$ cat src/design/grm_pkg.sv
// Shared constants, types and codes of the grid ray march column block.
package grm_pkg;

    localparam int GRID_COLS    = 32;
    localparam int GRID_ROWS    = 32;
    localparam int FRAC_BITS    = 10;
    localparam int SINE_ENTRIES = 1024;

    localparam int TRIG_BITS   = 14;
    localparam int POS_SHIFT   = FRAC_BITS + TRIG_BITS;
    localparam int POS_W       = POS_SHIFT + 8;
    localparam int STEP_Q      = ((1 << FRAC_BITS) + 5) / 10;
    localparam int SINE_SHIFT  = 16 - $clog2(SINE_ENTRIES);
    localparam int MAG_SHIFT   = TRIG_BITS + 4;
    localparam int GRID_DEPTH  = GRID_COLS * GRID_ROWS;
    localparam int GRID_ADDR_W = $clog2(GRID_DEPTH);
    localparam int COL_W       = $clog2(GRID_COLS);
    localparam int ROW_W       = $clog2(GRID_ROWS);

    localparam int NUM_W   = 48;
    localparam int DEN_W   = 33;
    localparam int V_W     = 31;
    localparam int DIFF_W  = POS_W - TRIG_BITS;
    localparam int SQ_W    = 2 * DIFF_W + 2;
    localparam int SQ_CNT_W = $clog2(SQ_W / 2 + 1);

    localparam logic OP_WRITE = 1'b0;
    localparam logic OP_CAST  = 1'b1;

    localparam logic [1:0] REG_FOV    = 2'd0;
    localparam logic [1:0] REG_WIDTH  = 2'd1;
    localparam logic [1:0] REG_HEIGHT = 2'd2;

    typedef enum logic [4:0] {
        S_CLEAR,
        S_IDLE,
        S_ANG_GO,
        S_ANG_WAIT,
        S_SIN_PREP,
        S_SIN_GO,
        S_SIN_WAIT,
        S_COS_PREP,
        S_COS_GO,
        S_COS_WAIT,
        S_MARCH_INIT,
        S_MARCH_ADDR,
        S_MARCH_CHECK,
        S_SQRT_GO,
        S_SQRT_WAIT,
        S_HT_GO,
        S_HT_WAIT,
        S_FINISH
    } state_t;

    typedef enum logic [1:0] {
        DIV_ANG,
        DIV_TRIG,
        DIV_HT
    } div_sel_t;

    typedef struct packed {
        logic     clear_step;
        logic     cell_wr;
        logic     load_item;
        logic     div_start;
        div_sel_t div_sel;
        logic     ang_cap;
        logic     trig_prep;
        logic     trig_cos;
        logic     sin_cap;
        logic     cos_cap;
        logic     march_init;
        logic     march_step;
        logic     hit_set;
        logic     sqrt_start;
        logic     out_load;
    } cmd_t;

    typedef struct packed {
        logic clear_done;
        logic div_busy;
        logic sqrt_busy;
        logic in_map;
        logic wall;
        logic out_full;
    } status_t;

endpackage

$ cat src/design/grm_ctrl.sv
// Controller: sequences grid clear, cell writes and the cast of one ray.
module grm_ctrl (
    input  logic             clk,
    input  logic             rst_n,
    input  logic             in_valid,
    input  logic             in_operation,
    output logic             in_ready,
    input  grm_pkg::status_t status,
    output grm_pkg::cmd_t    cmd
);

    grm_pkg::state_t state_reg, state_next;

    always_ff @(posedge clk or negedge rst_n)
    begin
        if (!rst_n)
        begin
            state_reg <= grm_pkg::S_CLEAR;
        end
        else
        begin
            state_reg <= state_next;
        end
    end

    always_comb
    begin
        state_next = state_reg;
        case (state_reg)
            grm_pkg::S_CLEAR:
                if (status.clear_done) state_next = grm_pkg::S_IDLE;
            grm_pkg::S_IDLE:
                if (in_valid && in_operation == grm_pkg::OP_CAST) state_next = grm_pkg::S_ANG_GO;
            grm_pkg::S_ANG_GO:    state_next = grm_pkg::S_ANG_WAIT;
            grm_pkg::S_ANG_WAIT:
                if (!status.div_busy) state_next = grm_pkg::S_SIN_PREP;
            grm_pkg::S_SIN_PREP:  state_next = grm_pkg::S_SIN_GO;
            grm_pkg::S_SIN_GO:    state_next = grm_pkg::S_SIN_WAIT;
            grm_pkg::S_SIN_WAIT:
                if (!status.div_busy) state_next = grm_pkg::S_COS_PREP;
            grm_pkg::S_COS_PREP:  state_next = grm_pkg::S_COS_GO;
            grm_pkg::S_COS_GO:    state_next = grm_pkg::S_COS_WAIT;
            grm_pkg::S_COS_WAIT:
                if (!status.div_busy) state_next = grm_pkg::S_MARCH_INIT;
            grm_pkg::S_MARCH_INIT: state_next = grm_pkg::S_MARCH_ADDR;
            grm_pkg::S_MARCH_ADDR:
                state_next = status.in_map ? grm_pkg::S_MARCH_CHECK : grm_pkg::S_SQRT_GO;
            grm_pkg::S_MARCH_CHECK:
                state_next = status.wall ? grm_pkg::S_SQRT_GO : grm_pkg::S_MARCH_ADDR;
            grm_pkg::S_SQRT_GO:   state_next = grm_pkg::S_SQRT_WAIT;
            grm_pkg::S_SQRT_WAIT:
                if (!status.sqrt_busy) state_next = grm_pkg::S_HT_GO;
            grm_pkg::S_HT_GO:     state_next = grm_pkg::S_HT_WAIT;
            grm_pkg::S_HT_WAIT:
                if (!status.div_busy) state_next = grm_pkg::S_FINISH;
            grm_pkg::S_FINISH:
                if (!status.out_full) state_next = grm_pkg::S_IDLE;
            default:              state_next = grm_pkg::S_CLEAR;
        endcase
    end

    always_comb
    begin
        cmd      = '0;
        in_ready = 1'b0;
        case (state_reg)
            grm_pkg::S_CLEAR:
                cmd.clear_step = !status.clear_done;
            grm_pkg::S_IDLE:
            begin
                in_ready      = 1'b1;
                cmd.load_item = in_valid && in_operation == grm_pkg::OP_CAST;
                cmd.cell_wr   = in_valid && in_operation == grm_pkg::OP_WRITE;
            end
            grm_pkg::S_ANG_GO:
            begin
                cmd.div_start = 1'b1;
                cmd.div_sel   = grm_pkg::DIV_ANG;
            end
            grm_pkg::S_ANG_WAIT:
                cmd.ang_cap = !status.div_busy;
            grm_pkg::S_SIN_PREP:
                cmd.trig_prep = 1'b1;
            grm_pkg::S_SIN_GO:
            begin
                cmd.div_start = 1'b1;
                cmd.div_sel   = grm_pkg::DIV_TRIG;
            end
            grm_pkg::S_SIN_WAIT:
                cmd.sin_cap = !status.div_busy;
            grm_pkg::S_COS_PREP:
            begin
                cmd.trig_prep = 1'b1;
                cmd.trig_cos  = 1'b1;
            end
            grm_pkg::S_COS_GO:
            begin
                cmd.div_start = 1'b1;
                cmd.div_sel   = grm_pkg::DIV_TRIG;
            end
            grm_pkg::S_COS_WAIT:
                cmd.cos_cap = !status.div_busy;
            grm_pkg::S_MARCH_INIT:
                cmd.march_init = 1'b1;
            grm_pkg::S_MARCH_ADDR:
                cmd.march_step = !status.in_map;
            grm_pkg::S_MARCH_CHECK:
            begin
                cmd.march_step = 1'b1;
                cmd.hit_set    = status.wall;
            end
            grm_pkg::S_SQRT_GO:
                cmd.sqrt_start = 1'b1;
            grm_pkg::S_HT_GO:
            begin
                cmd.div_start = 1'b1;
                cmd.div_sel   = grm_pkg::DIV_HT;
            end
            grm_pkg::S_FINISH:
                cmd.out_load = !status.out_full;
            default:
                cmd = '0;
        endcase
    end

endmodule

$ cat config.mk
export PLATFORM = sky130hd
export DESIGN_NAME = grm_ctrl
export DESIGN_NICKNAME = d
export VERILOG_FILES = /design/src/design/grm_pkg.sv /design/src/design/grm_ctrl.sv
export SDC_FILE = /design/constraint.sdc
export NUM_CORES = 1
export LEC_CHECK = 0
export ABC_AREA = 1
export BUFFER_PORTS_ARGS = -buffer_cell sky130_fd_sc_hd__buf_2
export CAP_MARGIN = 20
export CORE_UTILIZATION = 46
export DETAILED_ROUTE_END_ITERATION = 8
export PLACE_DENSITY_LB_ADDON = 0.3
export SLEW_MARGIN = 25
export SYNTH_ARGS = -nofsm -noshare
export SYNTH_HDL_FRONTEND = slang
export SYNTH_SLANG_ARGS = --single-unit
$ cat constraint.sdc
create_clock -name clk -period 2.2 [get_ports clk]
set_clock_uncertainty 0.15 [all_clocks]
set_input_delay 0.66 -clock clk [delete_from_list [all_inputs] [get_ports clk]]
set_output_delay 0.66 -clock clk [all_outputs]
set_load 0.01 [all_outputs]
After elaboration in Yosys (flattened, before gate mapping):

Index checks and enable logic that the tools add are counted.

* output and inout port bits: 17
* word-level logic and storage cells: 62
* bits in registers: 5
* input port bits: 10

* eq/ne operators: 25
* bitwise logic cells: 1
* mux-type cells: 25
* reductions and logical operators: 10

Operators by type and width (count)
* case mux 5 bit (18 select lines): 1
* equality test 5 x 4 -> 1 bit (second input constant): 8
* two-way mux 5 bit: 8
* equality test 5 x 3 -> 1 bit (second input constant): 4
* != test 2 bit (second input constant): 8
* two-way mux 1 bit: 12
* equality test 5 x 2 -> 1 bit (second input constant): 2
* equality test 5 bit (second input constant): 2
* case mux 3 bit (3 select lines): 1
* AND reduction 8 bit: 1
* equality test 5 x 1 -> 1 bit (second input constant): 1
* zero test 5 bit: 1
* zero test 1 bit: 4
* OR reduction 2 bit: 2
* two-way mux 3 bit: 1
* logical AND 1 bit: 2
* two-way mux 2 bit: 1
* case mux 1 bit (2 select lines): 1
* NOT 1 bit: 1

Depth between registers and ports, before layout:

* depth after elaboration: 3
* mapped depth: 10
* mapped depth without buffers: 9

Least setup slack after synthesis:

OpenSTA, ideal clock, no wires.

* path type: reg2out
* start: register state_reg[4]
* end: output port cmd[6] in the netlist's numbering
* setup slack: 0.219 ns
* arrival: 1.171 ns
* data required time: 1.390 ns
* path buffers: 1
* stages on the path, launching flop included: 5
* cells stage by stage: dfrtp_1 > buf_4 > nor2_1 > nand2_1 > nor4_1

RTL lines
* from (decl): RTL line grm_ctrl.sv:12 `grm_pkg::state_t state_reg, state_next;`
* from (signal assigned): RTL line grm_ctrl.sv:18 `state_reg <= grm_pkg::S_CLEAR;`
* from (signal assigned): RTL line grm_ctrl.sv:22 `state_reg <= state_next;`
* to (decl): RTL line grm_ctrl.sv:9 `output grm_pkg::cmd_t cmd`

==> run_results.csv <==
group,metric,value,unit
outcome,outcome,"complete, but fails checks",
outcome,violations,"negative setup slack",
clock_tree,clock_sinks,5,
synth,avgSynthCellArea,5.52,um2
floorplan,ios,27,
power,pwr-share-comb,74.8,%
job,max_cap_violations,0,
placed_design,numPortBuffers,26,
placed_design,dp.cells,162,
final_layout,mostFrequentLayoutCells,"nand2_1, buf_2, nand2_2, nor2_1",
final_layout,n_antenna_cell,0,
clock_tree,clk_pin_slew,0.04,ns
timing,slew_viol_final,0,
setup_path,path_max_fanout,7,
floorplan,die_height,39.9,um
final_layout,fin_nets,174,
detailed_routing,vias_per_cell,5.49,
synth,ys_seq_area_share,18.9,%
detailed_routing,met3_length,214,um
setup_path,crit_type,"register to output pin",
timing,worst_pin_slew,0.324,ns
timing,fmax,440,MHz
floorplan,dieWidth,39.9,um
power,p_int,0.000610,W
clock_tree,root_buffer,"clkbuf_4",
placed_design,dpl.hpwl,1440,um
detailed_routing,num_vias,977,
setup_path,critPathRequiredTime,1.39,ns
detailed_routing,dr_wl_met2,1070,um
timing,period_needed,2.27,ns
detailed_routing,routedLengthMet1,969,um
setup_path,startpoint_type,"register",
timing,finalHoldViolations,0,
detailed_routing,drt-pass1-iter-count,4,
final_layout,final_common_cell,"nand2_1",
setup_path,max_stage_delay,0.48,ns
clock_tree,cts_tree,"built",
detailed_routing,route.detailed.wl_per_inst,12.8,um
timing,worst_slack,-0.0742,ns
setup_path,r2r_slack,0.59,ns
global_route,grt_start_max_net_pins,8,
detailed_routing,drt-initial-drc-count,34,
power,switching_power,0.000726,W
detailed_routing,ant_nets,0,
clock_tree,clockBufferDepth,2,
synth,synth_area,662,um2
synth,netlist_instances,120,
setup_path,endpoint_kind,"output pin",
synth,syn_nets,130,
power,switching_share,54.3,%
detailed_routing,drc,0,
power,power_leakage,0.642,nW
setup_path,path_cells,"nor2_2 > nand2_1 > nor3_1 > buf_2",
timing,setup_viol,4,
hold_path,hp-class,"input port to async pin",
setup_path,slowest_stage,"dfrtp_2",
final_layout,fin_cells,178,
timing,setup_tns,-0.142,ns
timing,slew_headroom,78.4,%
synth,yosysWarnings,0,
power,pwr-share-clk,7.8,%
timing,period_share,103,%
synth,ys_ff_latch,5,
setup_path,worstPathArrival,1.46,ns
synth,synthDistinctLibCells,19,
clock_tree,clk_latency,0.24,ns
global_route,grt_pass1_wl,3060,um
global_route,grt_overflow,0,
clock_tree,cts_buffers,3,
detailed_routing,topRoutingLayerUsed,"met4",
global_route,grt_pass1_vias,752,
global_route,grt_usage,28.4,%
final_layout,syn2layout_area_growth,56.3,%
power,ir_drop,0.000972,V
global_route,antenna_found_initial,0,
power,power_density,1290,nW/um2
floorplan,row_count,13,
placed_design,place.gp.congestion,0.992,
final_layout,drive_above_1_share,54.0,%
detailed_routing,wl,2280,um
timing,grt_setup_unrepaired,"yes",
floorplan,start_util,50.2,%
final_layout,largest_reg_flops,5,
clock_tree,htree_levels,1,
timing,timing.hold.ws,0.0710,ns
floorplan,dieArea,1590,um2
floorplan,coreArea,1320,um2
power,seq_power_share,17.4,%
-- power by group through the flow --
stage	clock network, W	logic [W]	registers (W)
after floorplan	0	0.000553	0.000175
after global placement	0	0.000706	0.000204
after detailed placement	0	0.000713	0.000206
after CTS	0.000109	0.000797	0.000214
after global routing	0.000115	0.00110	0.000237
final	0.000104	0.00100	0.000232
-- cells in the mapped netlist --
library cell  instances  area [um2]
nand2_1              42         158
nor2_1               19        71.3
nand3_1              16        80.1
inv_1                11        41.3
dfrtp_1               5         125
inv_2                 4        15.0
nor2_2                4        25.0
nand2_2               3        18.8
nand4_1               3        18.8
nor2_4                3        33.8
nor3_1                2        10.0
a21oi_1               1        5.00
buf_4                 1        7.51
buf_6                 1        11.3
nand2_4               1        11.3
nand3_2               1        10.0
nor4_1                1        6.26
o2111ai_1             1        8.76
o21ai_0               1        5.00
-- worst max-delay path, delay by kind of cell (launching register included) --
family	cells	cell delay [ns]
flops	1	0.48
simple gates	3	0.59
buf+inv	1	0.16
-- kinds of logic after synthesis --
family	count (synthesis)	share of synthesized area [%]
buffers and inverters	17	11.3
flip-flops	5	18.9
AO/OA/AOI/OAI	3	2.83
AND/OR/NAND/NOR	95	66.9
-- routing by layer --
layer  up-vias  track usage [%]
met1       449             36.5
li1        463                -
met5         -                0
met2        61             44.4
met4         0             10.3
met3         4             8.33
-- worst paths after layout --
check	startpoint	endpoint	cells past startpoint
min in group clk	state_reg[0]$_DFFE_PN0P_	state_reg[0]$_DFFE_PN0P_	2
hold / removal	rst_n	state_reg[4]$_DFFE_PN0P_	1
max in group asynchronous	rst_n	state_reg[3]$_DFFE_PN0P_	1
setup / recovery	state_reg[3]$_DFFE_PN0P_	cmd[0]	4
hold reg to reg	state_reg[0]$_DFFE_PN0P_	state_reg[0]$_DFFE_PN0P_	2
setup reg to reg	state_reg[3]$_DFFE_PN0P_	state_reg[2]$_DFFE_PN0P_	10
-- cell type report --
class | instances | area (um2)
clock buffer | 4 | 26.3
multi-input combinational | 98 | 549
sequential | 5 | 131
timing repair buffer | 41 | 250
fill | 108 | 283
tap | 15 | 18.8
inverter | 15 | 58.8
-- stage by stage --
| step | power [W] | utilization, % | setup WS (ns) | cell area [um2] |
|---|---|---|---|---|
| 6_report | 0.00134 | 78.5 | -0.0742 | 1030 |
| 5_1_grt | 0.00146 | 78.5 | -0.119 | 1030 |
| 4_1_cts | 0.00112 | 68.9 | -0.00151 | 907 |
| 3_5_place_dp | 0.000919 | 61.8 | 0.149 | 815 |
| 3_3_place_gp | 0.000910 | 61.8 | 0.0744 | 815 |
| 2_1_floorplan | 0.000728 | - | 0.219 | 662 |
-- repair_timing --
item,in CTS,in global routing
hold buffers,0,0
setup buffers,6,6
setup endpoints to repair,11,12
resized for setup,11,25
cloned,0,0
pin swaps,2,10
(Power assumes the default switching activity.)
